<file path="config.mk">
export PLATFORM = sky130hd
export DESIGN_NAME = bmpd_parser
export DESIGN_NICKNAME = d
export VERILOG_FILES = /design/src/sv/bmpd_pkg.sv /design/src/sv/bmpd_parser.sv
export SDC_FILE = /design/constraint.sdc
export NUM_CORES = 1
export LEC_CHECK = 0
export ABC_AREA = 1
export BUFFER_PORTS_ARGS = -buffer_cell sky130_fd_sc_hd__buf_2
export CORE_MARGIN = 4
export CORE_UTILIZATION = 45
export DETAILED_ROUTE_END_ITERATION = 8
export GPL_ROUTABILITY_DRIVEN = 0
export GPL_TIMING_DRIVEN = 1
export MAX_ROUTING_LAYER = met4
export PLACE_DENSITY = 0.66
export RECOVER_POWER = 100
export SLEW_MARGIN = 20
export SYNTH_ARGS = -nofsm -noshare
export SYNTH_HDL_FRONTEND = slang
export SYNTH_SLANG_ARGS = --single-unit
</file>
<file path="constraint.sdc">
create_clock -name clk -period 13.19 [get_ports clk]
set_input_delay 2.638 -clock clk [delete_from_list [all_inputs] [get_ports clk]]
set_output_delay 2.638 -clock clk [all_outputs]
set_load 0.01 [all_outputs]
</file>
<file path="src/sv/bmpd_pkg.sv">
// Shared types, constants and helpers of the BMP palette decoder.
package bmpd_pkg;

	localparam int MAX_DIM       = 4096;
	localparam int PALETTE_DEPTH = 256;

	localparam int DIM_W   = $clog2(MAX_DIM + 1);
	localparam int CNT_W   = $clog2(MAX_DIM);
	localparam int PAL_AW  = $clog2(PALETTE_DEPTH);
	localparam int CC_W    = $clog2(PALETTE_DEPTH + 1);
	localparam int TBL_W   = PAL_AW + 2;
	localparam int HCNT_W  = 6;
	localparam int COORD_W = 12;
	localparam int COLOR_W = 8;
	localparam int RGB_W   = 3 * COLOR_W;

	localparam logic [HCNT_W-1:0] HB_SIGNATURE = HCNT_W'(1);
	localparam logic [HCNT_W-1:0] HB_HDR_SIZE  = HCNT_W'(17);
	localparam logic [HCNT_W-1:0] HB_WIDTH     = HCNT_W'(21);
	localparam logic [HCNT_W-1:0] HB_HEIGHT    = HCNT_W'(25);
	localparam logic [HCNT_W-1:0] HB_PLANES    = HCNT_W'(27);
	localparam logic [HCNT_W-1:0] HB_BPP       = HCNT_W'(29);
	localparam logic [HCNT_W-1:0] HB_COMPRESS  = HCNT_W'(33);
	localparam logic [HCNT_W-1:0] HB_COLORS    = HCNT_W'(49);
	localparam logic [HCNT_W-1:0] HB_LAST      = HCNT_W'(53);

	localparam logic [15:0] BMP_SIGNATURE = 16'h4D42;
	localparam logic [31:0] INFO_HDR_SIZE = 32'd40;
	localparam logic [31:0] MAX_BPP       = 32'd8;

	typedef enum logic [2:0] {
		PH_IDLE,
		PH_HEADER,
		PH_TABLE,
		PH_PIXELS,
		PH_PAD,
		PH_DONE,
		PH_ERROR
	} phase_t;

	typedef enum logic [1:0] {
		ST_PIXEL,
		ST_HDR_ERR,
		ST_PAD_ERR,
		ST_INDEX_ERR
	} status_t;

	typedef struct packed {
		logic               valid;
		logic [COORD_W-1:0] column;
		logic [COORD_W-1:0] row;
		logic               last;
		status_t            status;
	} meta_t;

	typedef struct packed {
		logic              en;
		logic [PAL_AW-1:0] addr;
		logic [RGB_W-1:0]  data;
	} pal_wr_t;

	typedef struct packed {
		logic              en;
		logic [PAL_AW-1:0] addr;
	} pal_rd_t;

	function automatic logic [COORD_W-1:0] to_coord(input logic [DIM_W-1:0] v);
		logic [31:0] t;
		t = 32'(v);
		return t[COORD_W-1:0];
	endfunction

endpackage

</file>
<file path="src/sv/bmpd_parser.sv">
// Header checker, color table loader and pixel position tracker.
module bmpd_parser (
	input  logic              clk,
	input  logic              arst_n,
	input  logic              in_fire,
	input  logic [7:0]        byte_value,
	input  logic              start_req,
	output bmpd_pkg::pal_wr_t pal_wr,
	output bmpd_pkg::pal_rd_t pal_rd,
	output bmpd_pkg::meta_t   meta
);
	import bmpd_pkg::*;

	phase_t              phase_q, ph, ph_n;
	logic [HCNT_W-1:0]   hcnt_q, hc, hc_n;
	logic [31:0]         fs_q, fs, fs_n, fs_new, cval;
	logic [DIM_W-1:0]    width_q, width_n, height_q, height_n;
	logic [3:0]          bpp_q, bpp_n;
	logic [CC_W-1:0]     cc_q, cc_n;
	logic [TBL_W-1:0]    tcnt_q, tc, tc_n;
	logic [TBL_W:0]      tc_inc;
	logic [CNT_W-1:0]    col_q, col, col_n, frc_q, frc, frc_n;
	logic [DIM_W-1:0]    col_inc, frc_inc, row_val;
	logic [1:0]          pad_q, pad, pad_n;
	logic [COLOR_W-1:0]  blue_q, blue_n, green_q, green_n;
	logic                bad;

	always_comb begin
		ph  = phase_q;
		hc  = hcnt_q;
		fs  = fs_q;
		tc  = tcnt_q;
		col = col_q;
		frc = frc_q;
		pad = pad_q;
		if (start_req) begin
			ph  = PH_HEADER;
			hc  = '0;
			fs  = '0;
			tc  = '0;
			col = '0;
			frc = '0;
			pad = '0;
		end

		ph_n     = ph;
		hc_n     = hc;
		fs_n     = fs;
		width_n  = width_q;
		height_n = height_q;
		bpp_n    = bpp_q;
		cc_n     = cc_q;
		tc_n     = tc;
		col_n    = col;
		frc_n    = frc;
		pad_n    = pad;
		blue_n   = blue_q;
		green_n  = green_q;
		meta     = '0;
		pal_wr   = '0;
		pal_rd   = '0;
		bad      = 1'b0;

		fs_new  = {byte_value, fs[31:8]};
		cval    = (fs_new == 32'd0) ? (32'd1 << bpp_q) : fs_new;
		col_inc = DIM_W'(col) + DIM_W'(1);
		frc_inc = DIM_W'(frc) + DIM_W'(1);
		row_val = height_q - DIM_W'(1) - DIM_W'(frc);
		tc_inc  = (TBL_W + 1)'(tc) + (TBL_W + 1)'(1);

		unique case (ph)
			PH_HEADER: begin
				fs_n = fs_new;
				hc_n = hc + HCNT_W'(1);
				unique case (hc)
					HB_SIGNATURE: bad = fs_new[31:16] != BMP_SIGNATURE;
					HB_HDR_SIZE:  bad = fs_new != INFO_HDR_SIZE;
					HB_WIDTH: begin
						bad = fs_new < 32'd1 || fs_new > 32'(MAX_DIM);
						if (!bad) begin
							width_n = DIM_W'(fs_new);
						end
					end
					HB_HEIGHT: begin
						bad = fs_new < 32'd1 || fs_new > 32'(MAX_DIM);
						if (!bad) begin
							height_n = DIM_W'(fs_new);
						end
					end
					HB_PLANES: bad = fs_new[31:16] != 16'd1;
					HB_BPP: begin
						bad = fs_new[31:16] < 16'd1 || 32'(fs_new[31:16]) > MAX_BPP;
						if (!bad) begin
							bpp_n = fs_new[19:16];
						end
					end
					HB_COMPRESS: bad = fs_new != 32'd0;
					HB_COLORS: begin
						bad = cval > 32'(PALETTE_DEPTH);
						if (!bad) begin
							cc_n = CC_W'(cval);
						end
					end
					HB_LAST: begin
						ph_n = PH_TABLE;
						tc_n = '0;
					end
					default: ;
				endcase
				if (bad) begin
					ph_n        = PH_ERROR;
					meta.valid  = 1'b1;
					meta.status = ST_HDR_ERR;
				end
			end
			PH_TABLE: begin
				unique case (tc[1:0])
					2'd0: blue_n = byte_value;
					2'd1: green_n = byte_value;
					2'd2: begin
						pal_wr.en   = 1'b1;
						pal_wr.addr = tc[TBL_W-1:2];
						pal_wr.data = {byte_value, green_q, blue_q};
					end
					default: ;
				endcase
				tc_n = tc_inc[TBL_W-1:0];
				if (32'(tc_inc) >= (32'(cc_q) << 2)) begin
					ph_n  = PH_PIXELS;
					col_n = '0;
					frc_n = '0;
				end
			end
			PH_PIXELS: begin
				pal_rd.en   = 1'b1;
				pal_rd.addr = byte_value[PAL_AW-1:0];
				meta.valid  = 1'b1;
				meta.column = to_coord(DIM_W'(col));
				meta.row    = to_coord(row_val);
				meta.last   = col_inc == width_q && frc_inc == height_q;
				meta.status = (32'(byte_value) < 32'(cc_q)) ? ST_PIXEL : ST_INDEX_ERR;
				if (col_inc >= width_q) begin
					pad_n = 2'd0 - width_q[1:0];
					col_n = '0;
					if (pad_n != 2'd0) begin
						ph_n = PH_PAD;
					end else begin
						frc_n = CNT_W'(frc_inc);
						ph_n  = (frc_inc >= height_q) ? PH_DONE : PH_PIXELS;
					end
				end else begin
					col_n = CNT_W'(col_inc);
				end
			end
			PH_PAD: begin
				if (byte_value != 8'd0) begin
					meta.valid  = 1'b1;
					meta.row    = to_coord(row_val);
					meta.status = ST_PAD_ERR;
				end
				pad_n = pad - 2'd1;
				if (pad_n == 2'd0) begin
					frc_n = CNT_W'(frc_inc);
					col_n = '0;
					ph_n  = (frc_inc >= height_q) ? PH_DONE : PH_PIXELS;
				end
			end
			default: ;
		endcase
	end

	always_ff @(posedge clk or negedge arst_n) begin
		if (!arst_n) begin
			phase_q  <= PH_IDLE;
			hcnt_q   <= '0;
			fs_q     <= '0;
			width_q  <= '0;
			height_q <= '0;
			bpp_q    <= '0;
			cc_q     <= '0;
			tcnt_q   <= '0;
			col_q    <= '0;
			frc_q    <= '0;
			pad_q    <= '0;
		end else if (in_fire) begin
			phase_q  <= ph_n;
			hcnt_q   <= hc_n;
			fs_q     <= fs_n;
			width_q  <= width_n;
			height_q <= height_n;
			bpp_q    <= bpp_n;
			cc_q     <= cc_n;
			tcnt_q   <= tc_n;
			col_q    <= col_n;
			frc_q    <= frc_n;
			pad_q    <= pad_n;
		end
	end

	always_ff @(posedge clk) begin
		if (in_fire) begin
			blue_q  <= blue_n;
			green_q <= green_n;
		end
	end

endmodule

</file>
==> flow_metrics.env <==
export IMPL_outcome="complete, but fails checks"
export IMPL_violations="capacitance limit, slew limit"
export IMPL_netlist_top_cells_count="nand2_1, nor2_1, inv_1, o21ai_0, dfrtp_1"
export IMPL_synth_edf_count=16
export IMPL_cp_common_cell="nand2_1"
export IMPL_worstPathRequired_ns=10.55
export IMPL_use_met1_pct=33.9
export IMPL_fp_dieArea_um2=22700
export IMPL_crit_family="buffers and inverters"
export IMPL_vias_per_cell=5.32
export IMPL_grt_start_max_net_pins=65
export IMPL_syn_nets=1405
export IMPL_start_util_pct=46.4
export IMPL_drt_wl_total_um=26100
export IMPL_cts_sinks=124
export IMPL_path_max_fanout=38
export IMPL_drtAntennaViolNets=0
export IMPL_synth_seq_cells=124
export IMPL_whs_ns=0.480
export IMPL_cts_max_level=4
export IMPL_met3_usage_pct=4.36
export IMPL_via_count=8883
export IMPL_area_growth_syn_to_layout_pct=11.3
export IMPL_crit_type="input pin to primary output"
export IMPL_path_cells="buf_2 > clkbuf_1 > inv_1 > nand2_1 > nand2_1 > nor2_1 > nand2_1 > nor2_1 > nand2_2 > nand2_1 > nand2_1 > nand2_1 > nor2_1 > nand2_1 > nand2_2 > nand2_1 > nand2_1 > nand2_1 > nand2_1 > nand2_1 > clkbuf_1"
export IMPL_route_detailed_drc=0
export IMPL_rows=51
export IMPL_synthesis_area_um2=9150
export IMPL_cts_inserted_buffers=17
export IMPL_syn_inst=1329
export IMPL_diodes=0
export IMPL_core_area_um2=19700
export IMPL_final_nets=1468
export IMPL_max_stage_delay_ns=1.31
export IMPL_rsz0062_at_grt="false"
export IMPL_yosys_warnings=0
export IMPL_yosysMostFrequentCell="nand2_1"
export IMPL_tns_ns=0
export IMPL_post_drt_wl_per_cell_um=15.6
export IMPL_fin_cells=1670
export IMPL_synth_area_leaders="dfrtp_1, nand2_1, ha_1"
export IMPL_clk_path_buf_depth=2
export IMPL_fmax_mhz=93.0
export IMPL_top_usage_layer="met2"
export IMPL_start_kind="input pin"
export IMPL_die_w_um=151
export IMPL_hold_violations=0
export IMPL_tightest_slew_ns=3.48
export IMPL_synth_top_area_share_pct=29.5
export IMPL_power_leakage_nw=4.76
export IMPL_critPathBufInv=4
export IMPL_min_period_ns=10.75
export IMPL_met2_usage_pct=35.4
export IMPL_grt_ovfl_total=0
export IMPL_antenna_found_initial=0
export IMPL_port_buffers=81
export IMPL_cts_setup_buffers=0
export IMPL_placed_area_um2=9740
export IMPL_grt_pass1_vias=8173
export IMPL_cp_slowest_cell="clkbuf_1"
export IMPL_clock_skew_ns=0.00809
export IMPL_grt_pass1_wl_um=41800
export IMPL_synth_top_cell_by_area="dfrtp_1"
export IMPL_dp_cells=1638
export IMPL_p_per_area_nw_per_um2=150
export IMPL_cts_resized=0
export IMPL_hpwl_um=18800
export IMPL_max_slew_margin_pct=-132
export IMPL_ys_flop_type="dfrtp_1"
export IMPL_finalSetupViolations=0
export IMPL_hold_class="flop to flop"
export IMPL_postLayoutCellArea_um2=10200
export IMPL_avgSynthCellArea_um2=6.89
export IMPL_clkTransAtPathRegs_ns=0.06
export IMPL_drive_gt1_share_pct=3.99
export IMPL_grt_use_total_pct=24.1
export IMPL_cap_viol_max_count=3
export IMPL_fp_dieH_um=151
export IMPL_synth_cell_types=49
export IMPL_cts_hold_buf=0
export IMPL_async_reset_ff_share_pct=87.1
export IMPL_setup_worst_path_end_class="primary output"
export IMPL_cts_tree="built"
export IMPL_clk_latency_ns=0.43
export IMPL_drtPass1Iterations=5
export IMPL_min_period_over_period_pct=81.5
export IMPL_ios=82
export IMPL_dr_first_iter_drc_count=728
export IMPL_yosysSeqAreaShare_pct=34.8
export IMPL_cts_root_buf="clkbuf_16"
export IMPL_drv_slew=149
export IMPL_peakVddDrop_uv=117
export IMPL_cp_arrival_ns=8.11
layout by cell type (no fill, tap or decap), drive strengths merged, types with 3 or more instances in the layout:
cell / instances
nand2: 335
nor2: 189
inv: 187
o21ai: 142
dfrtp: 108
clkbuf: 98
a21oi: 75
ha: 63
nand3: 48
nand4: 19
nor3: 19
xor2: 18
edfxtp: 16
o211ai: 14
buf: 9
xnor2: 6
a31oi: 6
a22oi: 6
clkinv: 6
nand3b: 5
o21bai: 4
o221ai: 4
nor4: 4
a21boi: 3
o22a: 3
state kept, by name, indices dropped and copies added (netlist names):
register and cells:
pad_q 2, hcnt_q 6, tcnt_q 10, fs_q 24, bpp_q 4, width_q 13, blue_q 8, phase_q 3
cc_q 9, height_q 13, frc_q 12, green_q 8, col_q 12
worst register-to-register path, stage by stage (launching register included):
cell and delay, ns:
dfrtp_1 0.37, nand2_1 0.12, inv_1 0.17, ha_1 0.19, nand2_1 0.06, nor2_1 0.17, nand3_1 0.13, nor3_1 0.25
nand3_1 0.17, xor2_1 0.19, ha_1 0.32, nand2_1 0.12, nor2_1 0.05, nand2_1 0.07, o211a_1 0.13, nand3_1 0.22
nand2_1 0.51, clkinv_1 0.51, nand2_1 0.16, nand3_1 0.08, o211ai_1 0.14, nand2_1 0.07, o21ai_0 0.08
per-stage QoR:
step	total power (W)	setup slack [ns]	util (%)
finish	0.00153	2.44	51.6
global route	0.00163	1.97	51.6
CTS	0.00154	4.28	52.4
detailed placement	0.00106	4.31	49.4
global placement	0.00105	4.38	49.4
floorplan	0.000895	5.07	-
per-layer routing:
metal / up-vias / wire length (µm)
met5: - / 0
met1: 4058 / 12100
li1: 4459 / -
met2: 320 / 11500
met3: 46 / 1760
met4: 0 / 662
cells by family (layout without fill, tap and decap cells):
family	count (synthesis)	after routing	synth area share, %
AO/OA/AOI/OAI	266	266	16.1
adder cells (fa/ha/maj)	64	64	8.83
XOR/XNOR	24	24	2.30
flip-flops	124	124	34.8
buffers and inverters	228	304	9.79
AND/OR/NAND/NOR	623	623	28.2
cell type report:
type	count	area, µm²
inverter	183	687
clock inverter	14	156
timing repair buffer	89	355
multi-input combinational	977	5040
tap	265	332
sequential	124	3180
fill	1964	9540
clock buffer	18	429
report_power, final:
group          internal, W  switching, W  total (W)  leakage (nW)
Sequential        0.000452     0.0000441   0.000496          1.59
Combinational     0.000169      0.000392   0.000561          2.89
Clock             0.000282      0.000188   0.000470         0.283
final timing paths:
check	startpoint	cells past startpoint	end	slack, ns
min	fs_q[30]	2	fs_q[30]	0.48
max in group asynchronous	arst_n	2	cc_q[3]	5.96
min in group asynchronous	arst_n	1	frc_q[9]	2.97
max	start_req	21	meta[27]	2.44
max reg2reg	col_q[0]	22	frc_q[0]	8.83
min reg2reg	fs_q[30]	2	fs_q[30]	0.48
No activity file was read; power rests on OpenSTA's default activity.
