**config.mk**
```make
export PLATFORM = sky130hd
export DESIGN_NAME = bmpd_out
export DESIGN_NICKNAME = d
export VERILOG_FILES = /design/src/sv/bmpd_pkg.sv /design/src/sv/bmpd_out.sv
export SDC_FILE = /design/constraint.sdc
export NUM_CORES = 1
export LEC_CHECK = 0
export CORE_ASPECT_RATIO = 0.6
export CORE_MARGIN = 2
export CORE_UTILIZATION = 31
export CTS_BUF_LIST = sky130_fd_sc_hd__clkbuf_8 sky130_fd_sc_hd__clkbuf_16
export DETAILED_ROUTE_END_ITERATION = 10
export DONT_BUFFER_PORTS = 1
export GPL_ROUTABILITY_DRIVEN = 0
export MAX_ROUTING_LAYER = met4
export RECOVER_POWER = 50
export SLEW_MARGIN = 20
export SYNTH_ARGS = -nofsm -noshare
export SYNTH_HDL_FRONTEND = slang
export SYNTH_SLANG_ARGS = --single-unit
```
**constraint.sdc**
```tcl
create_clock -name clk -period 4.5 [get_ports clk]
set_input_delay 1.35 -clock clk [delete_from_list [all_inputs] [get_ports clk]]
set_output_delay 1.35 -clock clk [all_outputs]
set_load 0.03 [all_outputs]
```
**src/sv/bmpd_pkg.sv**
```systemverilog
// Shared types, constants and helpers of the BMP palette decoder.
package bmpd_pkg;

	localparam int MAX_DIM       = 4096;
	localparam int PALETTE_DEPTH = 256;

	localparam int DIM_W   = $clog2(MAX_DIM + 1);
	localparam int CNT_W   = $clog2(MAX_DIM);
	localparam int PAL_AW  = $clog2(PALETTE_DEPTH);
	localparam int CC_W    = $clog2(PALETTE_DEPTH + 1);
	localparam int TBL_W   = PAL_AW + 2;
	localparam int HCNT_W  = 6;
	localparam int COORD_W = 12;
	localparam int COLOR_W = 8;
	localparam int RGB_W   = 3 * COLOR_W;

	localparam logic [HCNT_W-1:0] HB_SIGNATURE = HCNT_W'(1);
	localparam logic [HCNT_W-1:0] HB_HDR_SIZE  = HCNT_W'(17);
	localparam logic [HCNT_W-1:0] HB_WIDTH     = HCNT_W'(21);
	localparam logic [HCNT_W-1:0] HB_HEIGHT    = HCNT_W'(25);
	localparam logic [HCNT_W-1:0] HB_PLANES    = HCNT_W'(27);
	localparam logic [HCNT_W-1:0] HB_BPP       = HCNT_W'(29);
	localparam logic [HCNT_W-1:0] HB_COMPRESS  = HCNT_W'(33);
	localparam logic [HCNT_W-1:0] HB_COLORS    = HCNT_W'(49);
	localparam logic [HCNT_W-1:0] HB_LAST      = HCNT_W'(53);

	localparam logic [15:0] BMP_SIGNATURE = 16'h4D42;
	localparam logic [31:0] INFO_HDR_SIZE = 32'd40;
	localparam logic [31:0] MAX_BPP       = 32'd8;

	typedef enum logic [2:0] {
		PH_IDLE,
		PH_HEADER,
		PH_TABLE,
		PH_PIXELS,
		PH_PAD,
		PH_DONE,
		PH_ERROR
	} phase_t;

	typedef enum logic [1:0] {
		ST_PIXEL,
		ST_HDR_ERR,
		ST_PAD_ERR,
		ST_INDEX_ERR
	} status_t;

	typedef struct packed {
		logic               valid;
		logic [COORD_W-1:0] column;
		logic [COORD_W-1:0] row;
		logic               last;
		status_t            status;
	} meta_t;

	typedef struct packed {
		logic              en;
		logic [PAL_AW-1:0] addr;
		logic [RGB_W-1:0]  data;
	} pal_wr_t;

	typedef struct packed {
		logic              en;
		logic [PAL_AW-1:0] addr;
	} pal_rd_t;

	function automatic logic [COORD_W-1:0] to_coord(input logic [DIM_W-1:0] v);
		logic [31:0] t;
		t = 32'(v);
		return t[COORD_W-1:0];
	endfunction

endpackage

```
**src/sv/bmpd_out.sv**
```systemverilog
// Lookup stage and output register that merge palette data with pixel position.
module bmpd_out (
	input  logic                           clk,
	input  logic                           arst_n,
	input  logic                           in_fire,
	input  bmpd_pkg::meta_t                meta,
	input  logic [bmpd_pkg::RGB_W-1:0]     rdata,
	output logic                           in_ready,
	output logic                           out_valid,
	input  logic                           out_ready,
	output logic [bmpd_pkg::COLOR_W-1:0]   red,
	output logic [bmpd_pkg::COLOR_W-1:0]   green,
	output logic [bmpd_pkg::COLOR_W-1:0]   blue,
	output logic [bmpd_pkg::COORD_W-1:0]   column,
	output logic [bmpd_pkg::COORD_W-1:0]   row,
	output logic                           last,
	output logic [1:0]                     status
);
	import bmpd_pkg::*;

	meta_t              s1_q, s1_d;
	logic               out_valid_q, out_free;
	logic [RGB_W-1:0]   rgb_q;
	logic [COORD_W-1:0] column_q, row_q;
	logic               last_q;
	status_t            status_q;

	assign out_free = !out_valid_q || out_ready;
	assign in_ready = !s1_q.valid || out_free;

	always_comb begin
		s1_d       = meta;
		s1_d.valid = in_fire && meta.valid;
	end

	always_ff @(posedge clk or negedge arst_n) begin
		if (!arst_n) begin
			s1_q        <= '0;
			out_valid_q <= 1'b0;
		end else begin
			if (in_ready) begin
				s1_q <= s1_d;
			end
			if (out_free) begin
				out_valid_q <= s1_q.valid;
			end
		end
	end

	always_ff @(posedge clk) begin
		if (out_free && s1_q.valid) begin
			rgb_q    <= (s1_q.status == ST_PIXEL) ? rdata : '0;
			column_q <= s1_q.column;
			row_q    <= s1_q.row;
			last_q   <= s1_q.last;
			status_q <= s1_q.status;
		end
	end

	assign out_valid = out_valid_q;
	assign red       = rgb_q[3*COLOR_W-1:2*COLOR_W];
	assign green     = rgb_q[2*COLOR_W-1:COLOR_W];
	assign blue      = rgb_q[COLOR_W-1:0];
	assign column    = column_q;
	assign row       = row_q;
	assign last      = last_q;
	assign status    = status_q;

`ifndef NO_ASSERTIONS
	a_s1_hold: assert property (@(posedge clk) disable iff (!arst_n)
		s1_q.valid && !out_free |=> $stable(s1_q))
		else $error("Lookup stage changed while the output was blocked.");

	a_err_no_color: assert property (@(posedge clk) disable iff (!arst_n)
		out_valid_q && status_q != ST_PIXEL |-> rgb_q == '0)
		else $error("Error result carries a nonzero color.");

	a_hdr_err_pos: assert property (@(posedge clk) disable iff (!arst_n)
		out_valid_q && status_q == ST_HDR_ERR |-> column_q == '0 && row_q == '0 && !last_q)
		else $error("Header error result carries a position.");

	a_pad_err_pos: assert property (@(posedge clk) disable iff (!arst_n)
		out_valid_q && status_q == ST_PAD_ERR |-> column_q == '0 && !last_q)
		else $error("Padding result carries a column or a last mark.");
`endif

endmodule

```
==> flow_summary.json, run 1 <==
{
  "crit_slowest_cell": "nand3b_4",
  "port_buffers": 0,
  "wl_um": 4780,
  "ys_warn_count": 0,
  "post_cts_resized": 0,
  "area_delta_synth_final_pct": 12.1,
  "status": "completed",
  "fp.dieH_um": 78.1,
  "vias": 1169,
  "syn_nets": 199,
  "antenna_found_initial": 1,
  "max_stage_delay_ns": 0.48,
  "rsz0062_at_grt": "no",
  "cpLargestDelayFamily": "simple AND/OR/NAND/NOR gates",
  "path_cells": "nand3b_4",
  "report.final.slew_viol_count": 0,
  "viasPerCell": 4.38,
  "critical_path_buf_inv_count": 0,
  "power_density_nw_per_um2": 504,
  "crit_path_start_kind": "input port",
  "finalSetupViolCount": 0,
  "period_needed_ns": 3.20,
  "relSlewSlack_pct": 23.4,
  "synth_cell_types": 12,
  "vdd_drop_max_mv": 0.190,
  "hp-class": "reg -> reg",
  "cts.sinks": 80,
  "netlist_instances": 143,
  "grt_pass1_vias": 1223,
  "core_sq_um": 8690,
  "postCtsSetupRepairBufs": 0,
  "grt_max_degree": 34,
  "cts_tree": "yes",
  "ys_seq_elements": 80,
  "cts_inserted_buffers": 9,
  "nets": 206,
  "end_kind": "output port",
  "max_freq_mhz": 313,
  "crit_required_ns": 3.15,
  "grt-ovfl-total": 0,
  "arrival_ns": 1.85,
  "postLayoutCoreUtil_pct": 36.6,
  "start_util_pct": 32.6,
  "p_leak_uw": 0.00117,
  "critical_path_class": "in -> out",
  "firstDrtPassIters": 4,
  "setup_tns_ns": 0,
  "clk_pin_slew_worst_paths_ns": 0.05,
  "rows": 26,
  "ioPinCount": 109,
  "layout-drive-gt1-share_pct": 22.7,
  "cap_violations": 0,
  "grt_pass1_wl_um": 7270,
  "fin_area_sq_um": 3180,
  "worst_pin_slew_ns": 1.14,
  "clock_latency_ns": 0.32,
  "multi_input_area_sq_um": 517,
  "hold_viol": 0,
  "grt_usage_pct": 10.5,
  "cts_buffer_depth": 2,
  "syn-cell-area_sq_um": 2830,
  "ant_nets": 0,
  "hpwl_um": 3290,
  "fin_cells": 267,
  "crit_fanout": 29,
  "drc": 0,
  "dp.cells": 251,
  "finalClockSkew_ns": 0.00426,
  "synth_area_per_cell_sq_um": 19.8,
  "die_w_um": 127,
  "fillers": 801,
  "h-tree-depth": 3,
  "register_area_sq_um": 2260,
  "period_share_pct": 71.0,
  "drtIter0Drc": 26,
  "p_total_uw": 1600,
  "wire_per_inst_um": 17.9,
  "yosysSeqAreaShare_pct": 79.6,
  "dpl-instance-area_sq_um": 2950,
  "ctsHoldBuffers": 0,
  "clock-root-buffer": "clkbuf_16",
  "die_area_sq_um": 9950
}
state kept, by name, summed over array words and instances, names as in the netlist:
name and flops:
row 12, out_valid 1, last 1, s1_q 28
column 12, rgb_q 24, status 2
power breakdown:
part | switching, uW | internal [uW] | total (uW)
combinational | 31.4 | 24.2 | 55.5
clock | 254 | 362 | 616
sequential | 82.5 | 846 | 929
synth_stat cells:
| library cell | n | area, sq um |
|---|---|---|
| mux2_2 | 17 | 191 |
| nand2b_1 | 2 | 12.5 |
| edfxtp_1 | 51 | 1530 |
| mux2_4 | 10 | 150 |
| nand2_1 | 2 | 7.51 |
| buf_2 | 1 | 5.00 |
| dfrtp_1 | 29 | 726 |
| clkbuf_1 | 2 | 7.51 |
| buf_6 | 2 | 22.5 |
| and2_1 | 25 | 156 |
| nor2_1 | 1 | 3.75 |
| nand3b_4 | 1 | 20.0 |
through the flow:
stage | setup WS [ns] | hold slack (ns)
6_report | 1.30 | 0.441
5_1_grt | 1.26 | 0.448
4_1_cts | 1.26 | 0.441
3_5_place_dp | 1.26 | 0.428
3_3_place_gp | 1.26 | 0.427
2_1_floorplan | 1.40 | 0.421
layout by cell type, fill, tap and decap left out, drive strengths merged:
master	instances
edfxtp	51
dfrtp	29
mux2	27
and2	25
clkbuf	9
clkinv	4
nand2b	2
nand2	2
diode	1
nand3b	1
nor2	1
inv	1
clkinvlp	1
buf	1
metal layers:
layer / GRT usage (%) / wire length, um
met5: - / 0
met4: 4.62 / 44
met3: 5.73 / 434
met2: 14.6 / 2160
met1: 12.6 / 2140
kinds of logic after synthesis:
group                  synth area share (%)
DFF                                    79.6
and+or+nand+nor                        7.06
muxes                                  12.1
buffers and inverters                  1.24
final timing paths:
kind                        endpoint  startpoint  slack [ns]  cells after the start
max                         in_ready   out_ready        1.30                      1
min                           row[7]    s1_q[10]        0.44                      0
max reg2reg                rgb_q[12]   out_valid        2.43                      3
min reg2reg                   row[7]    s1_q[10]        0.44                      0
max in group asynchronous   s1_q[26]      arst_n        3.70                      0
min in group asynchronous   s1_q[17]      arst_n        0.72                      0
cell type report:
| cell class | instances | area share, % |
|---|---|---|
| multi-input combinational | 58 | 16.3 |
| tap | 112 | 4.41 |
| antenna | 1 | 0.0787 |
| timing repair buffer | 1 | 0.236 |
| sequential | 80 | 71.0 |
| clock buffer | 9 | 7.09 |
| clock inverter | 6 | 0.906 |
Power figures use the tool's default switching activity.
==> run 2, diff against run 1 <==
Clock period 4.5 ns to 3.3 ns, I/O delays scaled along.
==> run 2 against run 1 <==
Clock power grew 79%. Worst hold slack got worse by 0.092 ns. Via count up 1.5%. Largest cell class unchanged. Global-route usage increased by 0.49 points. Flip-flop and latch count unchanged.
==> flow_summary.json, run 2 (synthesis gave the netlist of run 1 again) <==
{
  "status": "completed",
  "cts_tree": "yes",
  "die_w_um": 127,
  "drtIter0Drc": 51,
  "start_util_pct": 32.6,
  "nets": 207,
  "power_density_nw_per_um2": 747,
  "hpwl_um": 3380,
  "drc": 0,
  "register_area_sq_um": 2260,
  "hp-class": "in -> async",
  "rsz0062_at_grt": "no",
  "setup_tns_ns": 0,
  "final_common_cell": "edfxtp_1",
  "die_area_sq_um": 9950,
  "ioPinCount": 109,
  "end_kind": "flip-flop",
  "crit_fanout": 31,
  "clock-root-buffer": "clkbuf_16",
  "rows": 26,
  "cts.sinks": 80,
  "grt_usage_pct": 11.0,
  "cts_buffer_depth": 2,
  "max_stage_delay_ns": 1.07,
  "grt_pass1_vias": 1266,
  "post_cts_resized": 0,
  "crit_slowest_cell": "and2_0",
  "finalSetupViolCount": 0,
  "n_antenna_cell": 0,
  "viasPerCell": 4.43,
  "wire_per_inst_um": 18.6,
  "crit_required_ns": 3.32,
  "max_freq_mhz": 405,
  "period_needed_ns": 2.47,
  "fillers": 786,
  "grt-ovfl-total": 0,
  "wl_um": 4990,
  "h-tree-depth": 3,
  "worst_pin_slew_ns": 1.40,
  "cts_inserted_buffers": 9,
  "path_cells": "nand2b_1 -> and2_0 -> buf_12",
  "antenna_found_initial": 0,
  "p_total_uw": 2450,
  "crit_path_start_kind": "input port",
  "port_buffers": 0,
  "layout-drive-gt1-share_pct": 25.6,
  "period_share_pct": 74.8,
  "reg2reg_depth": 3,
  "ctsHoldBuffers": 0,
  "clock_latency_ns": 0.33,
  "postCtsSetupRepairBufs": 0,
  "report.final.slew_viol_count": 0,
  "vias": 1186,
  "top_regs": "s1_q: 28 flops, rgb_q: 24 flops",
  "grt_pass1_wl_um": 7560,
  "firstDrtPassIters": 4,
  "largest_reg_flops": 28,
  "vdd_drop_max_mv": 0.285,
  "critical_path_class": "in -> reg",
  "area_delta_synth_final_pct": 15.7,
  "fp.dieH_um": 78.1,
  "cap_violations": 0,
  "regMostFlops": "s1_q",
  "core_sq_um": 8690,
  "ant_nets": 0,
  "final_cell_mix": "edfxtp_1, dfrtp_1, and2_0",
  "grt_max_degree": 32,
  "clk_pin_slew_worst_paths_ns": 0.06,
  "p_leak_uw": 0.00123,
  "finalClockSkew_ns": 0.00648,
  "relSlewSlack_pct": 6.72,
  "arrival_ns": 2.49,
  "multi_input_area_sq_um": 518,
  "hold_viol": 0
}
[run 2: changes by cell type in the layout (fill, tap and decap cells not counted), moves of 3 or more]
cell,change
and2_0,-3
bufinv_16,+3
mux2_1,-4
mux2_4,+4
and2_1,+4
[run 2: power by group]
group	switching [uW]	internal [uW]	total (uW)
Sequential	112	1150	1270
Combinational	44.3	38.4	82.7
Clock	367	733	1100
[run 2: area by class of cell]
| cell class | count | share of cell area, % |
|---|---|---|
| Sequential cell | 80 | 68.8 |
| Multi-Input combinational cell | 58 | 15.8 |
| Clock inverter | 7 | 3.40 |
| Timing Repair Buffer | 2 | 0.839 |
| Clock buffer | 9 | 6.87 |
| Tap cell | 112 | 4.27 |
[run 2: critical path, delay by kind of cell]
kind	cells	cell delay, ns
AND/OR/NAND/NOR	2	1.17
buffers and inverters	1	0.30
[run 2: path summary, 6_finish.rpt]
check	slack [ns]	startpoint	end
worst max register to register	0.93	out_valid	row[4]
max in group asynchronous	2.86	arst_n	s1_q[2]
worst min register to register	0.44	s1_q[20]	column[5]
worst max-delay path	0.83	out_ready	row[4]
min in group clk	0.44	s1_q[20]	column[5]
worst min-delay path	0.35	arst_n	s1_q[4]
[run 2: through the flow]
stage                     setup slack (ns)  hold slack (ns)  instances  cell area [sq um]  utilization [%]
after floorplan                      0.560            0.421        143               2830                -
after global placement                1.09            0.426        252               2970             34.2
after detailed placement              1.08            0.428        252               2970             34.2
after CTS                             1.10            0.331        268               3300             38.0
after global routing                 0.686            0.324        268               3280             37.8
final                                0.831            0.349        268               3280             37.8
[run 2: routing by layer]
| layer | share of wire [%] | vias to the layer above | track usage [%] |
|---|---|---|---|
| met5 | 0 | - | - |
| met2 | 46 | 64 | 15.3 |
| met4 | 2.0 | 0 | 5.27 |
| met3 | 10 | 9 | 6.68 |
| met1 | 42 | 585 | 12.5 |
| li1 | - | 528 | - |
==> run 3, diff against run 2 <==
Settings changed: ABC_AREA set to 1.
Clock period 3.3 ns to 2.1 ns, I/O delays scaled along.
==> run 3 against run 2 <==
Via count is 39% higher. Global-route usage is 1.7 points higher. Utilization is 0.68 points lower. Wire length grew 23%. Sequential share of layout area fell by 3.3 points. Clock-buffer cell count rose by 3. Highest routed layer unchanged. Final area rose by 5.0%. Total power increased by 57%. First-iteration DRC count grew 94%. Die area grew 5.4%. Critical path type is now reg -> out.
==> flow_summary.json, run 3 <==
{
  "path_cells": "nand3_1 -> buf_4",
  "setup_tns_ns": 0,
  "clock_latency_ns": 0.33,
  "rsz0062_at_grt": "no",
  "cap_violations": 0,
  "final_common_cell": "nand2_1",
  "drc": 0,
  "clk_pin_slew_worst_paths_ns": 0.06,
  "dp.cells": 356,
  "relSlewSlack_pct": 9.84,
  "wire_per_inst_um": 16.5,
  "report.final.slew_viol_count": 0,
  "critical_path_class": "reg -> out",
  "timing.hold.ws_ns": 0.409,
  "synth_top_family_by_area": "simple AND/OR/NAND/NOR gates",
  "drtIter0Drc": 99,
  "synth_area_per_cell_sq_um": 12.8,
  "period_share_pct": 92.1,
  "post_cts_resized": 0,
  "rows": 27,
  "port_buffers": 0,
  "final_cell_mix": "nand2_1, edfxtp_1, dfrtp_1",
  "start_util_pct": 32.2,
  "wl_um": 6150,
  "viasPerCell": 4.43,
  "ys_seq_elements": 80,
  "fp.dieH_um": 80.1,
  "firstDrtPassIters": 4,
  "netlist_top_cells_count": "nand2_1, edfxtp_1, dfrtp_1",
  "finalSetupViolCount": 0,
  "max_freq_mhz": 517,
  "syn-cell-area_sq_um": 2990,
  "grt_usage_pct": 12.7,
  "fin_cells": 373,
  "p_leak_uw": 0.00146,
  "synthAdderAreaFrac_pct": 0,
  "yosys-top-cells-area": "edfxtp_1, dfrtp_1, nand2_1",
  "hp-class": "in -> reg",
  "arrival_ns": 1.30,
  "n_antenna_cell": 0,
  "ant_nets": 0,
  "synth_xor_xnor_area_share_pct": 0,
  "ys_warn_count": 0,
  "synth-simple-area-share_pct": 17.3,
  "synth_top_area_cell": "edfxtp_1",
  "top_regs": "s1_q: 28 flops, rgb_q: 24 flops",
  "end_kind": "output port",
  "grt_pass1_vias": 1654,
  "nets": 294,
  "synth_edf_count": 51,
  "synth_compound_area_share_pct": 0.167,
  "grt_max_degree": 40,
  "yosysSeqAreaShare_pct": 75.4,
  "status": "completed",
  "pre_cts_ws_ns": 0.410,
  "synth.mux.area_fraction_pct": 0,
  "crit_path_start_kind": "flip-flop",
  "max_stage_delay_ns": 0.53,
  "largest_reg_flops": 28,
  "cts_buffer_depth": 2,
  "power_density_nw_per_um2": 1120,
  "synth_cell_types": 15,
  "crit_slowest_cell": "dfrtp_2",
  "core_sq_um": 9290,
  "die_w_um": 131,
  "layout-drive-gt1-share_pct": 12.8,
  "ioPinCount": 109,
  "cts.sinks": 80,
  "crit_required_ns": 1.47,
  "cts_tree": "yes",
  "die_area_sq_um": 10500,
  "postCtsSetupRepairBufs": 0,
  "synth_top_area_share_pct": 51.2,
  "vdd_drop_max_mv": 0.405,
  "vias": 1654,
  "grt-ovfl-total": 0,
  "hold_viol": 0,
  "ys.flop_type": "edfxtp_1",
  "area_delta_synth_final_pct": 15.1,
  "netlist_instances": 233,
  "syn_nets": 289,
  "antenna_found_initial": 0,
  "yosysMostFrequentCell": "nand2_1",
  "postLayoutCoreUtil_pct": 37.1,
  "clock-root-buffer": "clkbuf_16",
  "setup_ws_ns": 0.166,
  "async_reset_ff_share_pct": 36.3,
  "regMostFlops": "s1_q",
  "cts_inserted_buffers": 9,
  "grt_pass1_wl_um": 9260,
  "h-tree-depth": 3,
  "hpwl_um": 4110,
  "period_needed_ns": 1.93,
  "worst_pin_slew_ns": 1.35,
  "finalClockSkew_ns": 0.00542,
  "crit_fanout": 19
}
run 3: cell count changes after synthesis, moves of 2 or more:
| cell | previous run | this run |
|---|---|---|
| nor2_2 | 0 | 9 |
| inv_1 | 0 | 26 |
| nand2b_1 | 2 | 0 |
| nand4_1 | 0 | 27 |
| mux2_2 | 17 | 0 |
| buf_4 | 0 | 7 |
| mux2_4 | 10 | 0 |
| nor2_1 | 1 | 14 |
| and2_1 | 25 | 0 |
| nand2_1 | 2 | 58 |
| buf_6 | 2 | 4 |
run 3: where the power goes:
part	internal [uW]	switching, uW
Combinational	55.3	147
Clock	1050	579
Sequential	1820	200
run 3: cell families (layout without fill, tap and decap cells):
family | after synthesis | in the layout
compound gates | 1 | 1
simple gates | 111 | 111
buf+inv | 41 | 51
flops | 80 | 80
run 3: metrics by stage:
step                      instance area, sq um  power, uW
after CTS                                 3470       3900
after floorplan                           3020       2200
after global placement                    3130       2250
after detailed placement                  3130       2250
final                                     3440       3850
after global routing                      3440       4000
run 3: repair_timing:
item                                    4_1_cts  5_1_grt
endpoints found under the setup margin        0        0
hold endpoints to repair                     29        0
hold buffers                                  1        0
run 3: worst max-delay path: cells and delay by family (launching register included):
kind	cells	cell delay [ns]
and+or+nand+nor	1	0.15
DFF	1	0.53
buffers and inverters	1	0.29
run 3: path summary, 6_finish.rpt:
check	start	endpoint	slack (ns)	cells after the start
max reg2reg	s1_q[27]	rgb_q[4]	0.73	3
min reg2reg	s1_q[16]	column[1]	0.45	0
min	meta[3]	s1_q[3]	0.41	2
min in group asynchronous	arst_n	s1_q[3]	0.77	1
max in group asynchronous	arst_n	out_valid	0.43	1
max	out_valid	in_ready	0.17	2
run 3: layout make-up:
| cell class | instances | area [sq um] |
|---|---|---|
| Fill cell | 893 | 5850 |
| Sequential cell | 80 | 2260 |
| Multi-Input combinational cell | 112 | 527 |
| Clock buffer | 12 | 278 |
| Tap cell | 130 | 163 |
| Inverter | 26 | 100 |
| Timing Repair Buffer | 9 | 76.3 |
| Clock inverter | 4 | 42.5 |
run 3: layer usage:
layer	global-route usage [%]	up-vias	routed length, um
met5	-	-	0
met4	4.79	0	40
met3	7.99	7	753
met2	17.8	85	2600
met1	14.7	779	2760
li1	-	783	-
